`config.mk`:
```
export PLATFORM = sky130hd
export DESIGN_NAME = psmpd_dist
export DESIGN_NICKNAME = d
export VERILOG_FILES = /design/src/hw/rtl/psmpd_pkg.sv /design/src/hw/rtl/psmpd_dist.sv
export SDC_FILE = /design/constraint.sdc
export NUM_CORES = 1
export LEC_CHECK = 0
export BUFFER_PORTS_ARGS = -buffer_cell sky130_fd_sc_hd__buf_2
export CAP_MARGIN = 20
export CORE_ASPECT_RATIO = 1.4
export CORE_UTILIZATION = 40
export CTS_CLUSTER_SIZE = 25
export DETAILED_ROUTE_END_ITERATION = 8
export GPL_TIMING_DRIVEN = 0
export MAX_ROUTING_LAYER = met4
export PLACE_DENSITY_LB_ADDON = 0.15
export SYNTH_ARGS = -nofsm -noshare
export SYNTH_HDL_FRONTEND = slang
export SYNTH_SLANG_ARGS = --single-unit
```
`constraint.sdc`:
```
create_clock -name clk_i -period 17.62 [get_ports clk_i]
set_input_delay 1.762 -clock clk_i [delete_from_list [all_inputs] [get_ports clk_i]]
set_output_delay 1.762 -clock clk_i [all_outputs]
set_load 0.01 [all_outputs]
```
`src/hw/rtl/psmpd_pkg.sv`:
```
// shared types and constants for the planar point set diameter block
`timescale 1ns / 1ps

package psmpd_pkg;

  localparam int unsigned CoordW = 16;
  localparam int unsigned DistW  = 17;
  localparam int unsigned KeptW  = 11;
  localparam int unsigned SqW    = 34;
  localparam int unsigned AbsW   = 16;
  localparam int unsigned EntryW = 2 * CoordW;

  typedef struct packed {
    logic signed [CoordW-1:0] point_x;
    logic signed [CoordW-1:0] point_y;
    logic                     last_point;
  } in_req_t;

  typedef struct packed {
    logic [DistW-1:0] max_distance;
    logic [KeptW-1:0] points_kept;
    logic             overflowed;
  } out_rsp_t;

  typedef enum logic [2:0] {
    ST_IDLE,
    ST_SCAN,
    ST_DRAIN,
    ST_ROOT_GO,
    ST_ROOT,
    ST_RESULT
  } psmpd_state_e;

endpackage

```
`src/hw/rtl/psmpd_dist.sv`:
```
// squared distance pipeline and running maximum
`timescale 1ns / 1ps

module psmpd_dist (
  input  logic                                clk_i,
  input  logic                                rst_ni,
  input  logic                                clear_i,
  input  logic signed [psmpd_pkg::CoordW-1:0] ref_x_i,
  input  logic signed [psmpd_pkg::CoordW-1:0] ref_y_i,
  input  logic                                data_vld_i,
  input  logic [psmpd_pkg::EntryW-1:0]        data_i,
  output logic                                busy_o,
  output logic [psmpd_pkg::SqW-1:0]           best_o
);

  localparam int unsigned DiffW = psmpd_pkg::CoordW + 1;
  localparam int unsigned ProdW = 2 * psmpd_pkg::AbsW;

  logic [DiffW-1:0] dx, dy, neg_dx, neg_dy;
  logic [psmpd_pkg::AbsW-1:0] ax_d, ay_d, ax_q, ay_q;
  logic [ProdW-1:0] sqx_q, sqy_q;
  logic [ProdW:0] sum;
  logic v1_q, v2_q;
  logic [psmpd_pkg::SqW-1:0] best_d, best_q;

  always_comb begin
    dx = {ref_x_i[psmpd_pkg::CoordW-1], ref_x_i}
       - {data_i[psmpd_pkg::CoordW-1], data_i[psmpd_pkg::CoordW-1:0]};
    dy = {ref_y_i[psmpd_pkg::CoordW-1], ref_y_i}
       - {data_i[psmpd_pkg::EntryW-1], data_i[psmpd_pkg::EntryW-1:psmpd_pkg::CoordW]};
    neg_dx = -dx;
    neg_dy = -dy;
    ax_d = dx[DiffW-1] ? neg_dx[psmpd_pkg::AbsW-1:0] : dx[psmpd_pkg::AbsW-1:0];
    ay_d = dy[DiffW-1] ? neg_dy[psmpd_pkg::AbsW-1:0] : dy[psmpd_pkg::AbsW-1:0];
    sum = {1'b0, sqx_q} + {1'b0, sqy_q};
    best_d = best_q;
    if (clear_i) begin
      best_d = '0;
    end else if (v2_q && (psmpd_pkg::SqW'(sum) > best_q)) begin
      best_d = psmpd_pkg::SqW'(sum);
    end
  end

  always_ff @(posedge clk_i) begin
    ax_q  <= ax_d;
    ay_q  <= ay_d;
    sqx_q <= ax_q * ax_q;
    sqy_q <= ay_q * ay_q;
  end

  always_ff @(posedge clk_i or negedge rst_ni) begin
    if (!rst_ni) begin
      v1_q   <= 1'b0;
      v2_q   <= 1'b0;
      best_q <= '0;
    end else begin
      v1_q   <= data_vld_i;
      v2_q   <= v1_q;
      best_q <= best_d;
    end
  end

  assign busy_o = data_vld_i | v1_q | v2_q;
  assign best_o = best_q;

endmodule

```
==> results_dict.tcl <==
set metrics [dict create \
    status "completed" \
    cts.repair.resized 0 \
    final_cell_mix "inv_1 (600), fa_1 (327), ha_1 (301), nand2_1 (198), nor2_1 (140)" \
    yosys-top-cells-area "fa_1 (29%), ha_1 (17%), inv_1 (10%)" \
    drt-initial-drc-count 589 \
    final_common_cell "inv_1" \
    slowest_delay_ns 0.59 \
    fin_tns_setup_ns 0 \
    yosys_register_bits 129 \
    clk_latency_ns 0.45 \
    reg2regPathDepth 19 \
    place_congestion 0.893 \
    slew_violations 0 \
    postCtsSetupRepairBufs 0 \
    hpwl_um 48600 \
    synth-main-ff-cell "dfxtp_1" \
    post_drt_wl_per_cell_um 16.5 \
    hold_path.class "flop to flop" \
    start_util 0.404 \
    grtUsageTotal 0.211 \
    cts_tree "yes" \
    routed_wl_um 55800 \
    die_x_um 202 \
    route.detailed.drc 0 \
    fillCellCount 5592 \
    ys_async_sr_fraction 0.271 \
    die-area_sq_um 56700 \
    syn_inst 2518 \
    cts_buffers 17 \
    cp.arrival_ns 7.71 \
    cts.sink_count 129 \
    fmax_mhz 134 \
    crit_required_ns 17.89 \
    io_pins 103 \
    finalCriticalPeriod_ns 7.44 \
    antenna_found_initial 1 \
    fin_nets 3334 \
    drive_gt1_frac 0.0683 \
    htreeDepth 4 \
    pre_cts_ws_ns 10.15 \
    clk_pin_slew_ns 0.07 \
    syn_avg_cell_area_sq_um 8.86 \
    syn_nets 3214 \
    finalSetupViolations 0 \
    clockBufferDepth 2 \
    path_class "flop to flop" \
    portBuffers 101 \
    core_sq_um 55100 \
    clockRootBuffer "clkbuf_16" \
    synth_top_area_frac 0.294 \
    grt_start_max_net_pins 36 \
    tightest_slew_ns 0.873 \
    fin_crit_sh 0.422 \
    clock-skew-final_ns 0.0182 \
    num_vias 16848 \
    yosysSeqAreaShare 0.124 \
    grt_pass1_wl_um 91000 \
    via_per_inst 4.98 \
    drv_cap 0 \
    slowest_stage "fa_1" \
    synth_area_leader_cell "fa_1" \
    rsz0062_at_grt "no" \
    slew_headroom 0.403 \
    grt_overflow 0 \
    crit_top_cell "fa_1" \
    critical_path.max_fanout 10 \
    hold_ws_ns 0.366 \
    startpoint_type "flop" \
    chipHeight_um 281 \
    ys.warnings.count 0 \
    syn-cell-area_sq_um 22300 \
    cp_cell_sequence "clkbuf_1 -> clkbuf_1 -> nand2_1 -> fa_1 -> fa_1 -> inv_1 -> fa_1 -> fa_1 -> fa_1 -> inv_1 -> fa_1 -> inv_1 -> ha_1 -> and4_1 -> o41ai_1 -> or4_1 -> a21oi_1 -> o22ai_1 -> o311ai_0" \
    setup_slack_ns 10.18 \
    first_pass_iters 5 \
    rows 102 \
    synthToLayoutAreaGrowth_pct 9.02 \
    whs_path_depth 0 \
    grt_pass1_vias 18268 \
    hold_viol 0 \
    end_kind "flop" \
    synth_edf_count 0 \
    ant_nets 0 \
    synth_cell_types 86 \
    ctsHoldBuffers 0 \
]
state kept, by name (all words and copies together), names as in the netlist:
| name | flops |
|---|---|
| best_o | 33 |
| sqx_q | 31 |
| ax_q | 16 |
| v1_q | 1 |
| v2_q | 1 |
| sqy_q | 31 |
| ay_q | 16 |
cells by family (layout without fill, tap and decap cells):
family,after synthesis,after routing,share of synthesized area
buffers and inverters,656,789,0.111
adder cells (fa/ha/maj),628,628,0.462
AND/OR/NAND/NOR,609,609,0.133
AO/OA/AOI/OAI,329,329,0.102
XOR/XNOR,141,141,0.0557
flip-flops,129,129,0.124
multiplexers,25,25,0.0114
other,1,2,0.000168
cell usage after synthesis, drive strengths merged (4+ instances only):
library cell,instances
a2111oi,6
a211oi,13
a21o,40
a21oi,91
a22o,4
a31o,10
a31oi,11
and2,90
and3,14
buf,6
clkbuf,50
dfrtp,35
dfxtp,94
fa,327
ha,301
inv,600
mux2i,22
nand2,198
nand2b,16
nand3,30
nand4,18
nor2,140
nor2b,25
nor3,21
nor3b,4
nor4,7
nor4b,4
o211ai,8
o21a,21
o21ai,58
o21bai,13
o22ai,5
o31a,4
o31ai,10
or2,14
or3,14
or4,4
xnor2,97
xor2,44
critical path, delay by kind of cell, from the launching register on:
kind | cells | cell delay [ns]
compound gates | 4 | 1.09
flops | 1 | 0.42
simple gates | 3 | 1.05
fa+ha+maj | 7 | 3.57
buf+inv | 5 | 1.13
area by class of cell:
type                       instances  area, sq um  share of cell area
buffer                            56          221             0.00911
tap                              728          911              0.0375
timing repair buffer             101          505              0.0208
sequential                       129         2760               0.113
antenna                            1         2.50            0.000103
inverter                         600         2250              0.0926
multi-input combinational       1733        17100               0.702
clock inverter                    15          168             0.00690
clock buffer                      17          425              0.0175
layer usage:
| metal | up-vias | routed length, um | GRT usage |
|---|---|---|---|
| met1 | 8369 | 21500 | 0.213 |
| met4 | 0 | 1720 | 0.0765 |
| met5 | - | 0 | - |
| li1 | 8185 | - | - |
| met3 | 81 | 925 | 0.0165 |
| met2 | 213 | 31700 | 0.418 |
final timing paths:
check | endpoint | start | slack, ns
max | sqx_q[28]$_DFF_P_ | ax_q[4]$_DFF_P_ | 10.18
min | v2_q$_DFF_PN0_ | v1_q$_DFF_PN0_ | 0.37
max reg2reg | sqx_q[28]$_DFF_P_ | ax_q[4]$_DFF_P_ | 10.18
min reg2reg | v2_q$_DFF_PN0_ | v1_q$_DFF_PN0_ | 0.37
max in group asynchronous | best_o[19]$_DFFE_PN0P_ | rst_ni | 15.66
min in group asynchronous | best_o[5]$_DFFE_PN0P_ | rst_ni | 1.41
per-stage QoR:
stage / cell area [sq um] / util / std cells
detailed placement: 23700 / 0.430 / 3347
floorplan: 22300 / - / 2518
global placement: 23700 / 0.430 / 3347
global route: 24300 / 0.441 / 3380
finish: 24300 / 0.441 / 3380
CTS: 24300 / 0.441 / 3379
Power is not shown: default switching activity piles up to over one toggle a cycle in this logic, so the estimate is an artifact.
