--- src/hw/rtl/psmpd_pkg.sv ---
// shared types and constants for the planar point set diameter block
`timescale 1ns / 1ps

package psmpd_pkg;

  localparam int unsigned CoordW = 16;
  localparam int unsigned DistW  = 17;
  localparam int unsigned KeptW  = 11;
  localparam int unsigned SqW    = 34;
  localparam int unsigned AbsW   = 16;
  localparam int unsigned EntryW = 2 * CoordW;

  typedef struct packed {
    logic signed [CoordW-1:0] point_x;
    logic signed [CoordW-1:0] point_y;
    logic                     last_point;
  } in_req_t;

  typedef struct packed {
    logic [DistW-1:0] max_distance;
    logic [KeptW-1:0] points_kept;
    logic             overflowed;
  } out_rsp_t;

  typedef enum logic [2:0] {
    ST_IDLE,
    ST_SCAN,
    ST_DRAIN,
    ST_ROOT_GO,
    ST_ROOT,
    ST_RESULT
  } psmpd_state_e;

endpackage

--- src/hw/rtl/psmpd_isqrt.sv ---
// iterative integer square root, one result bit per cycle
`timescale 1ns / 1ps

module psmpd_isqrt (
  input  logic                         clk_i,
  input  logic                         rst_ni,
  input  logic                         start_i,
  input  logic [psmpd_pkg::SqW-1:0]    value_i,
  output logic                         done_o,
  output logic [psmpd_pkg::DistW-1:0]  root_o
);

  localparam int unsigned RemW = psmpd_pkg::DistW + 3;
  localparam int unsigned CntW = $clog2(psmpd_pkg::DistW);
  localparam logic [CntW-1:0] LastStep = CntW'(psmpd_pkg::DistW - 1);

  logic [psmpd_pkg::SqW-1:0]   val_d, val_q;
  logic [RemW-1:0]             rem_d, rem_q, rem_sh, trial;
  logic [psmpd_pkg::DistW-1:0] root_d, root_q;
  logic [CntW-1:0]             cnt_d, cnt_q;
  logic                        busy_d, busy_q, done_d, done_q;

  always_comb begin
    val_d  = val_q;
    rem_d  = rem_q;
    root_d = root_q;
    cnt_d  = cnt_q;
    busy_d = busy_q;
    done_d = 1'b0;
    rem_sh = {rem_q[RemW-3:0], val_q[psmpd_pkg::SqW-1 -: 2]};
    trial  = {1'b0, root_q, 2'b01};
    if (start_i) begin
      val_d  = value_i;
      rem_d  = '0;
      root_d = '0;
      cnt_d  = LastStep;
      busy_d = 1'b1;
    end else if (busy_q) begin
      val_d = {val_q[psmpd_pkg::SqW-3:0], 2'b00};
      if (rem_sh >= trial) begin
        rem_d  = rem_sh - trial;
        root_d = {root_q[psmpd_pkg::DistW-2:0], 1'b1};
      end else begin
        rem_d  = rem_sh;
        root_d = {root_q[psmpd_pkg::DistW-2:0], 1'b0};
      end
      cnt_d = cnt_q - 1'b1;
      if (cnt_q == '0) begin
        busy_d = 1'b0;
        done_d = 1'b1;
      end
    end
  end

  always_ff @(posedge clk_i) begin
    val_q  <= val_d;
    rem_q  <= rem_d;
    root_q <= root_d;
    cnt_q  <= cnt_d;
  end

  always_ff @(posedge clk_i or negedge rst_ni) begin
    if (!rst_ni) begin
      busy_q <= 1'b0;
      done_q <= 1'b0;
    end else begin
      busy_q <= busy_d;
      done_q <= done_d;
    end
  end

  assign done_o = done_q;
  assign root_o = root_q;

endmodule

--- config.mk ---
export PLATFORM = sky130hd
export DESIGN_NAME = psmpd_isqrt
export DESIGN_NICKNAME = d
export VERILOG_FILES = /design/src/hw/rtl/psmpd_pkg.sv /design/src/hw/rtl/psmpd_isqrt.sv
export SDC_FILE = /design/constraint.sdc
export NUM_CORES = 1
export LEC_CHECK = 0
export BUFFER_PORTS_ARGS = -buffer_cell sky130_fd_sc_hd__buf_2
export CORE_MARGIN = 5
export CORE_UTILIZATION = 58
export CTS_CLUSTER_SIZE = 25
export DETAILED_ROUTE_END_ITERATION = 7
export PLACE_DENSITY_LB_ADDON = 0.15
export SLEW_MARGIN = 0
export SYNTH_ARGS = -nofsm -noshare
export SYNTH_HDL_FRONTEND = slang
export SYNTH_SLANG_ARGS = --single-unit
export TNS_END_PERCENT = 20
--- constraint.sdc ---
create_clock -name clk_i -period 2.8 [get_ports clk_i]
set_input_delay 0.7 -clock clk_i [delete_from_list [all_inputs] [get_ports clk_i]]
set_output_delay 0.7 -clock clk_i [all_outputs]
set_load 0.01 [all_outputs]
==> results of run 1 <==
## stage by stage
| step | setup slack [ns] | total power (µW) | cells | hold slack (ns) | util |
|---|---|---|---|---|---|
| finish | 0.236 | 5070 | 560 | 0.125 | 0.693 |
| CTS | 0.155 | 5010 | 558 | 0.115 | 0.690 |
| floorplan | 0.388 | 3590 | 403 | 0.404 | - |
| global route | 0.00719 | 5440 | 560 | 0.110 | 0.693 |
| global placement | 0.260 | 4090 | 543 | 0.471 | 0.662 |
| detailed placement | 0.223 | 4170 | 543 | 0.469 | 0.662 |
## sequential cells by signal, summed over array words and instances (netlist names)
name	cells
root_o	17
rem_q	18
cnt_q	5
done_o	1
busy_q	1
val_q	34
## worst max-delay path, stage by stage (launching register included)
cell	delay, ns
sky130_fd_sc_hd__dfxtp_1	0.37
sky130_fd_sc_hd__inv_1	0.06
sky130_fd_sc_hd__ha_1	0.37
sky130_fd_sc_hd__a211oi_2	0.36
sky130_fd_sc_hd__o21bai_2	0.19
sky130_fd_sc_hd__a221oi_4	0.37
sky130_fd_sc_hd__a22oi_4	0.18
sky130_fd_sc_hd__buf_4	0.20
sky130_fd_sc_hd__mux2i_1	0.11
sky130_fd_sc_hd__a211oi_1	0.26
## timing repair
item,4_1_cts,5_1_grt
setup endpoints to repair,0,11
resized for setup,0,2
buffers inserted,0,2
hold endpoints to repair,0,0
## cells by family (layout without fill, tap and decap cells)
group                      count (synthesis)  after routing
xor gates and xnor gates                  14             14
buffers and inverters                     53            114
and+or+nand+nor                          110            110
DFF                                       76             76
muxes                                     57             57
adders and majority gates                 20             20
AOI/OAI and AO/OA                         73             73
## worst paths after layout
check | startpoint | end | slack (ns) | cells past startpoint
worst max-delay path | root_o[3] | rem_q[2] | 0.24 | 9
worst min-delay path | rst_ni | done_o | 0.12 | 1
worst max register to register | root_o[3] | rem_q[2] | 0.24 | 9
worst min register to register | cnt_q[1] | cnt_q[1] | 0.50 | 2
max in group asynchronous | rst_ni | busy_q | 2.58 | 1
min in group clk_i | cnt_q[1] | cnt_q[1] | 0.50 | 2
## report_power, final
group	switching (µW)	internal [µW]	total [µW]	leakage, µW
Sequential	150	1440	1590	0.000714
Combinational	1390	1270	2660	0.00131
Clock	420	406	826	0.0000873
Total	1960	3110	5070	0.00211
## metal layers
layer | wire, µm | up-vias | global-route usage
met5 | 0 | - | 0
met4 | 126 | 0 | 0.0637
met3 | 420 | 15 | 0.0502
met2 | 4190 | 74 | 0.343
met1 | 3840 | 1503 | 0.255
li1 | - | 1564 | -
## cell type report
cell class                 count  area share
sequential                    76       0.393
clock buffer                   9      0.0260
clock inverter                 6      0.0139
inverter                      31      0.0244
tap                           96      0.0252
multi-input combinational    274       0.436
timing repair buffer          68      0.0815
## synth_stat cells, drive strengths merged, types with 11 or more instances
cell / count / area [µm²]
a21oi: 14 / 70.1
clkbuf: 13 / 50.0
dfxtp: 40 / 801
edfxtp: 34 / 1020
ha: 20 / 250
inv: 31 / 116
mux2: 33 / 372
mux2i: 24 / 240
nand2: 21 / 78.8
nor2: 41 / 154
o21ai: 15 / 75.1
xnor2: 11 / 96.3
==> run metrics, run 1 <==
outcome=completed; XOR/XNOR share of the synthesized area=0.0295; fmax=390 MHz; ant diodes=0; # fillers=538; Req. time, crit path=a little over 3 ns; number of top-level design ports=between 50 and 60; CP Class=flip-flop to flip-flop; Max Buffers Root-to-Sink=2; Area growth syn-to-layout=14.5%; number of synthesized flops with an enable pin=34; # Max-Cap Violations=0; most used cells in the layout excluding fill and tap cells=54 x sky130_fd_sc_hd__buf_2, 41 x sky130_fd_sc_hd__nor2_1, 40 x sky130_fd_sc_hd__dfxtp_1; Clock Pin Slew Worst Setup and Hold Paths=~0.08 ns; fraction of synthesized area in multiplexers=0.147; total area of multi-input combinational cells=around 2100 µm²; Vias=3156; total count of max-transition violations in the final report=0; number of storage elements in the synthesis netlist=76; global router's overall resource usage=0.203; endpoints failing setup=0; worst voltage drop across the vdd grid=roughly 0.6 mV; Fin Clk Skew=about 0.0094 ns; CTS tree=yes; initial standard-cell utilization of the core=0.605; clk sink count=76; area of the mapped netlist=about 4200 µm²; number of antenna violations at the first check in global routing=0; antenna violation net count after detailed routing=0; leading cell type in the layout, fill and taps excluded=sky130_fd_sc_hd__buf_2; via count normalized by instance count=5.64; simple-gate share of the synthesized area=0.129; TritonCTS Buffers=9; data arrival time at the worst-slack endpoint=2.82 ns; area share of fa/ha/maj cells after synthesis=0.0602; Die W=between 90 and 100 µm; # rows=30; global placer's final weighted congestion=0.845; path type of the worst min-delay path=input pin to asynchronous set/reset pin; CTS root buf=sky130_fd_sc_hd__clkbuf_8; area used by sequential logic in the layout=1870 µm²; number of nets in the layout=517; Max H-tree Level=3; CP max FO=16; area of all placed cells without fillers=4760 µm²; wire length of the first global-routing pass=roughly 14000 µm; kind of end point of the critical path=flip-flop; sequential fraction of the synthesis area=0.450; mean instance size in the synthesized netlist=roughly 10 µm²; initial drt markers=150; fraction of the mapped netlist area in compound gates=0.132; post-synthesis cell type count=61; Setup crit start kind=flip-flop; final cycle utilization of the critical path=0.916; Final Hold Vio Count=0; main combinational cell family by area after synthesis=multiplexers; headroom to the max-slew limit=0.371; DRC errors left=0; TritonRoute pass-1 iters=4; largest net degree at the start of global routing=70; average wire per standard cell=15.3 µm; reported leakage power=0.00211 µW; Post-synth top flop=sky130_fd_sc_hd__dfxtp_1; floorplan die height=94.7 µm; # port buffers=between 50 and 60; actual slew at the worst max-slew pin=0.940 ns; vias in the first global route=approximately 3100; unrepaired setup endpoints after global routing=false; Worst-Skew Late Latency=between 0.3 and 0.4 ns; setup_tns=0 ns; full die area=roughly 9000 µm²; core footprint=6870 µm²; Cell Area, Placed=about 4600 µm²; fraction of final layout cells with drive strength greater than 1=0.263; clock period minus final worst setup slack=about 2.6 ns; fraction of synthesis flops using an asynchronous set or reset pin=0.0263; synthesized net count=between 400 and 500; cell area power density=roughly 1100 nW/µm²; DPL Wire Length=5930 µm; sum of routed wire length over all layers=~8600 µm; count of warnings emitted by yosys=0; total global routing overflow=0; number of instances in the synthesized netlist=between 400 and 500; number of buffers inserted by hold repair at cts=0
Power figures use the tool's default switching activity.
==> inputs of run 2 (changes only) <==
CORE_UTILIZATION = 52   (was 58)
clock period = 2.25 ns   (was 2.8 ns; I/O delays follow)
==> run 2 against run 1 <==
  * The flow now finishes with violations (negative setup slack)
  * Final cell count increased by 14%
  * Critical path type unchanged
  * Highest routed layer unchanged
  * Register-to-register slack got worse by 0.31 ns
  * Critical endpoint is now rem_q[15]
  * Hold slack improved by 0.36 ns
  * Worst setup slack got worse by 0.31 ns
  * Combinational power increased by 83%
  * Wire length increased by 16%
  * Clock skew increased by 0.0012 ns
  * Flip-flop and latch count unchanged
  * Critical path depth increased by 1
==> run metrics, run 2 (synthesis results as in run 1) <==
DPL Wire Length=6670 µm (+13%); CP Class=flip-flop to flip-flop; Die W=99.4 µm (+5.0%); CP max FO=4 (-12); floorplan die height=99.4 µm (+5.0%); kind of end point of the critical path=flip-flop; setup_tns=-0.195 ns (-0.195 ns); Biggest register=val_q; # fillers=571 (+6.1%); flip-flop count of the largest register, all copies and words added=34 (unchanged); number of nets in the layout=592 (+15%); actual slew at the worst max-slew pin=0.937 ns (-0.00291 ns); Worst Slack Setup Final=-0.0763 ns (-0.313 ns); clk sink count=76 (unchanged); area used by sequential logic in the layout=1890 µm² (+0.80%); DRC errors left=0 (unchanged); reported leakage power=0.00254 µW (+20%); Vias=3461 (+9.7%); final standard cell utilization of the core=0.731 (+0.0384); ant diodes=0 (unchanged); unrepaired setup endpoints after global routing=true; number of antenna violations at the first check in global routing=0 (unchanged); # rows=32 (+6.7%); TritonRoute pass-1 iters=6 (+2); DP Cell Count=611 (+13%); worst voltage drop across the vdd grid=0.677 mV (+16%); headroom to the max-slew limit=0.373 (+0.00195); length of routed met2 wiring=5130 µm (+22%); total count of max-transition violations in the final report=0 (unchanged); Setup crit start kind=flip-flop; initial drt markers=220 (+47%); cell area power density=1410 nW/µm² (+32%); largest net degree at the start of global routing=70 (unchanged); via count normalized by instance count=5.40 (-4.2%); global placer's final weighted congestion=0.855 (+1.2%); Clock Pin Slew Worst Setup and Hold Paths=0.08 ns (about the same); average wire per standard cell=15.5 µm (+1.2%); Area growth syn-to-layout=36.7%; outcome=finished, violations left; CTS root buf=sky130_fd_sc_hd__clkbuf_8; sum of routed wire length over all layers=9930 µm (+16%); fraction of final layout cells with drive strength greater than 1=0.438 (+0.175); number of top-level design ports=55 (unchanged); clock period minus final worst setup slack=2.33 ns (-0.237 ns); Fin Clk Skew=0.0106 ns (+0.00120 ns); TritonCTS Buffers=9 (unchanged); path type of the worst min-delay path=flip-flop to flip-flop; Worst-Skew Late Latency=0.35 ns (about the same); leading cell type in the layout, fill and taps excluded=sky130_fd_sc_hd__buf_4; Max Buffers Root-to-Sink=2 (unchanged); fmax=430 MHz (+10%); total global routing overflow=0 (unchanged); core footprint=7770 µm² (+13%); total area of multi-input combinational cells=2370 µm² (+14%); uppermost routed layer=met4; number of standard cells in the layout, taps in and fillers out=641 (+14%); vias in the first global route=3420 (+10%); CTS tree=yes; data arrival time at the worst-slack endpoint=2.56 ns (-0.26 ns); global router's overall resource usage=0.205 (+0.00184); met3 wire len=496 µm (+18%); # port buffers=54 (unchanged); Req. time, crit path=2.49 ns (-0.57 ns); violated checks=negative setup slack; endpoints failing setup=6 (+6); antenna violation net count after detailed routing=0 (unchanged); most used cells in the layout excluding fill and tap cells=82 x sky130_fd_sc_hd__buf_4, 55 x sky130_fd_sc_hd__buf_2, 40 x sky130_fd_sc_hd__nor2_1; minimum hold slack=0.486 ns (+0.361 ns); sum of routed wire segments on met1=4200 µm (+9.5%); full die area=9880 µm² (+10%); final cycle utilization of the critical path=1.03 (+0.118); Final Hold Vio Count=0 (unchanged); Max H-tree Level=3 (unchanged); initial standard-cell utilization of the core=0.535 (-0.0700); wire length of the first global-routing pass=16400 µm (+14%); # Max-Cap Violations=0 (unchanged)
## run 2: cell type report
cell class                 instances  share of cell area
clock buffer                       9              0.0218
clock inverter                     6              0.0156
tap                              102              0.0225
timing repair buffer             142               0.171
sequential                        76               0.332
multi-input combinational        275               0.416
inverter                          31              0.0205
## run 2: worst paths after layout
| kind | start | end | slack [ns] | cells after the start |
|---|---|---|---|---|
| setup / recovery | root_o[2] | rem_q[15] | -0.08 | 10 |
| hold / removal | rem_q[17] | rem_q[17] | 0.49 | 2 |
| setup reg to reg | root_o[2] | rem_q[15] | -0.08 | 10 |
| hold reg to reg | rem_q[17] | rem_q[17] | 0.49 | 2 |
| max in group asynchronous | rst_ni | busy_q | 1.65 | 2 |
| min in group asynchronous | rst_ni | done_o | 0.51 | 2 |
## run 2: worst max-delay path, stage by stage, from the launching register on
cell	delay, ns
sky130_fd_sc_hd__dfxtp_2	0.33
sky130_fd_sc_hd__inv_1	0.06
sky130_fd_sc_hd__ha_4	0.27
sky130_fd_sc_hd__nand4_1	0.26
sky130_fd_sc_hd__nor2_4	0.26
sky130_fd_sc_hd__a221oi_4	0.10
sky130_fd_sc_hd__buf_4	0.15
sky130_fd_sc_hd__a22oi_2	0.24
sky130_fd_sc_hd__buf_4	0.17
sky130_fd_sc_hd__nand4_1	0.09
sky130_fd_sc_hd__a32o_1	0.28
## run 2: timing repair
item,in CTS,in global routing
pin swaps,13,18
hold endpoints to repair,2,0
resized for setup,28,23
setup endpoints to repair,16,18
setup buffers,7,5
gates cloned,2,0
hold buffers,1,0
## run 2: metrics by stage
stage               power, µW  setup WS [ns]  area, µm²
finish                   7990        -0.0763       5680
global route             8540         -0.185       5680
CTS                      7610        -0.0535       5530
detailed placement       5890         -0.177       5080
global placement         5780         -0.127       5080
floorplan                4530       -0.00334       4190
## run 2: metal layers
metal | up-vias | track usage
met3 | 7 | 0.0470
met1 | 1646 | 0.265
met2 | 92 | 0.346
li1 | 1716 | -
met4 | 0 | 0.0546
met5 | - | 0
## run 2: power breakdown
part	total [µW]	switching, µW	internal, µW	leakage (µW)
logic	4880	2290	2590	0.00172
registers	1990	194	1790	0.000719
clock network	1130	505	620	0.000102
total	7990	2990	5000	0.00254
==> inputs of run 3 (changes only) <==
CORE_UTILIZATION = 54   (was 52)
CTS_BUF_LIST = sky130_fd_sc_hd__clkbuf_2 sky130_fd_sc_hd__clkbuf_4 sky130_fd_sc_hd__clkbuf_8   (was not set)
==> run 3 against run 2 <==
  * The flow still finishes with violations (negative setup slack)
  * Sequential power barely moved
  * Register-to-register slack gained 0.03 ns
  * Power decreased by 1.3%
  * Die area decreased by 3.3%
  * Non-clock buffer count is 9 lower
  * First-iteration DRC count shrank 15%
  * Clock skew rose by 0.0048 ns
  * Global-route usage rose by 0.97 points
  * Hold slack got worse by 0.0028 ns
  * Via count grew 0.78%
  * Largest power group unchanged
  * Critical path depth is 1 lower
==> run metrics, run 3 (synthesis results as in run 1) <==
# fillers=542 (-5.1%); initial standard-cell utilization of the core=0.547 (+0.0113); leading cell type in the layout, fill and taps excluded=sky130_fd_sc_hd__buf_4; portion of total power attributed to combinational logic=0.616 (+0.005); cell area power density=1410 nW/µm² (about the same); CTS tree=yes; path type of the worst min-delay path=input pin to flip-flop; Top delay family on crit path=compound AO/OA/AOI/OAI gates; fraction of final layout cells with drive strength greater than 1=0.451 (+0.0131); most used cells in the layout excluding fill and tap cells=70 x sky130_fd_sc_hd__buf_4, 54 x sky130_fd_sc_hd__buf_2, 40 x sky130_fd_sc_hd__nor2_1; headroom to the max-slew limit=0.619 (+0.247); fraction of power spent switching nets=0.387 (+0.0133); Setup crit start kind=flip-flop; number of antenna violations at the first check in global routing=0 (unchanged); # port buffers=54 (unchanged); violated checks=negative setup slack; CTS root buf=sky130_fd_sc_hd__clkbuf_8; CP bufs+invs=2 (-1); CP max FO=6 (+2); endpoints failing setup=4 (-2); vias in the first global route=3612 (+5.6%); via count normalized by instance count=5.52 (+2.2%); Final Hold Vio Count=0 (unchanged); unrepaired setup endpoints after global routing=true; cells along the critical path=inv_2 > ha_4 > a211oi_4 > o21bai_4 > a221oi_4 > a22oi_4 > buf_4 > nor4bb_1 > or3_1; # Max-Cap Violations=0 (unchanged); slowest cell on the critical path=sky130_fd_sc_hd__a221oi_4; internal power of the cells=4830 µW (-3.4%); Clock Pin Slew Worst Setup and Hold Paths=0.09 ns (about the same); total global routing overflow=0 (unchanged); antenna violation net count after detailed routing=0 (unchanged); DP Cell Count=606 (-0.82%); Tot Pwr=7890 µW (-1.3%); fmax=435 MHz (+1.1%); largest net degree at the start of global routing=35 (-50%); DRC errors left=0 (unchanged); reported leakage power=0.00251 µW (-1.2%); average wire per standard cell=16.2 µm (+4.3%); Psw=3050 µW (+2.2%); TritonCTS Buffers=9 (unchanged); part of the power in the clock network=0.130 (-0.011); wire length of the first global-routing pass=16700 µm (+2.2%); length of routed met2 wiring=5270 µm (+2.9%); clock period minus final worst setup slack=2.30 ns (-0.0262 ns); sum of routed wire length over all layers=10200 µm (+2.8%); Fin Clk Skew=0.0154 ns (+0.00477 ns); worst voltage drop across the vdd grid=0.811 mV (+20%); core footprint=7610 µm² (-2.1%); DPL Wire Length=6990 µm (+4.8%); met3 wire len=417 µm (-16%); total count of max-transition violations in the final report=0 (unchanged); setup_tns=-0.164 ns (+0.0317 ns); full die area=9550 µm² (-3.3%); ant diodes=0 (unchanged); clk sink count=76 (unchanged); outcome=finished, violations left; TritonRoute pass-1 iters=6 (unchanged); kind of end point of the critical path=flip-flop; flip-flop count of the largest register, all copies and words added=34 (unchanged); number of standard cells in the layout, taps in and fillers out=632 (-1.4%); CP Class=flip-flop to flip-flop; number of nets in the layout=582 (-1.7%); final standard cell utilization of the core=0.738 (+0.00635); # rows=32 (unchanged); initial drt markers=188 (-15%); Die W=97.7 µm (-1.7%); Biggest register=val_q; sum of routed wire segments on met1=4330 µm (+3.1%); actual slew at the worst max-slew pin=0.571 ns (-0.366 ns); global router's overall resource usage=0.214 (+0.00970); Worst-Skew Late Latency=0.36 ns (about the same); uppermost routed layer=met4; floorplan die height=97.7 µm (-1.7%); Area growth syn-to-layout=35.0%; Max H-tree Level=3 (unchanged); Req. time, crit path=2.49 ns (about the same); Max Buffers Root-to-Sink=2 (unchanged); data arrival time at the worst-slack endpoint=2.54 ns (-0.02 ns); Vias=3488 (+0.78%); final cycle utilization of the critical path=1.02 (-0.0116); number of top-level design ports=55 (unchanged); Worst Slack Setup Final=-0.0501 ns (+0.0262 ns); global placer's final weighted congestion=0.871 (+1.8%); power share of the sequential group=0.255 (+0.006); worst stage delay on the critical path=0.36 ns (+0.03 ns)
[run 3: what timing repair did]
action | in CTS | in global routing
pin swaps | 10 | 24
setup buffers | 4 | 7
hold buffers | 1 | 0
cloned | 2 | 0
endpoints found under the hold margin | 2 | 0
setup endpoints to repair | 18 | 19
resized for setup | 27 | 41
[run 3: worst register-to-register path, cell delays in order, from the launching register on]
cell                       delay (ns)
sky130_fd_sc_hd__dfxtp_2         0.34
sky130_fd_sc_hd__inv_2           0.04
sky130_fd_sc_hd__ha_4            0.25
sky130_fd_sc_hd__a211oi_4        0.30
sky130_fd_sc_hd__o21bai_4        0.10
sky130_fd_sc_hd__a221oi_4        0.36
sky130_fd_sc_hd__a22oi_4         0.14
sky130_fd_sc_hd__buf_4           0.18
sky130_fd_sc_hd__nor4bb_1        0.13
sky130_fd_sc_hd__or3_1           0.35
[run 3: stage by stage]
stage	hold WS (ns)	instance area [µm²]	worst slack, ns
global placement	0.347	5030	-0.0833
floorplan	0.267	4190	-0.00334
detailed placement	0.349	5030	-0.134
global route	0.489	5610	-0.134
finish	0.483	5610	-0.0501
CTS	0.468	5450	-0.0426
[run 3: layout make-up]
cell class                      count  area (µm²)  share of cell area
Inverter                           31         116              0.0207
Clock inverter                      7        65.1              0.0116
Multi-Input combinational cell    274        2360               0.421
Tap cell                          102         128              0.0227
Sequential cell                    76        1890               0.337
Clock buffer                        9         124              0.0221
Timing Repair Buffer              133         926               0.165
[run 3: power groups by stage]
stage | clock, µW | combinational [µW] | sequential (µW)
after global placement | 0 | 3740 | 1980
after detailed placement | 0 | 3860 | 1990
after CTS | 1050 | 4500 | 1990
after floorplan | 0 | 2580 | 1950
final | 1020 | 4860 | 2010
after global routing | 1120 | 5220 | 2040
[run 3: worst paths after layout]
check,startpoint,endpoint,slack [ns],depth (start not counted)
worst max-delay path,root_o[3],rem_q[1],-0.05,9
worst min-delay path,value_i[1],val_q[1],0.48,2
worst max register to register,root_o[3],rem_q[1],-0.05,9
worst min register to register,cnt_q[1],cnt_q[1],0.50,2
max in group asynchronous,rst_ni,busy_q,1.65,2
min in group asynchronous,rst_ni,done_o,0.51,2
[run 3: layer usage]
layer,vias up,GRT usage
li1,1694,-
met3,20,0.0379
met1,1693,0.261
met5,-,0
met4,0,0.0777
met2,81,0.380
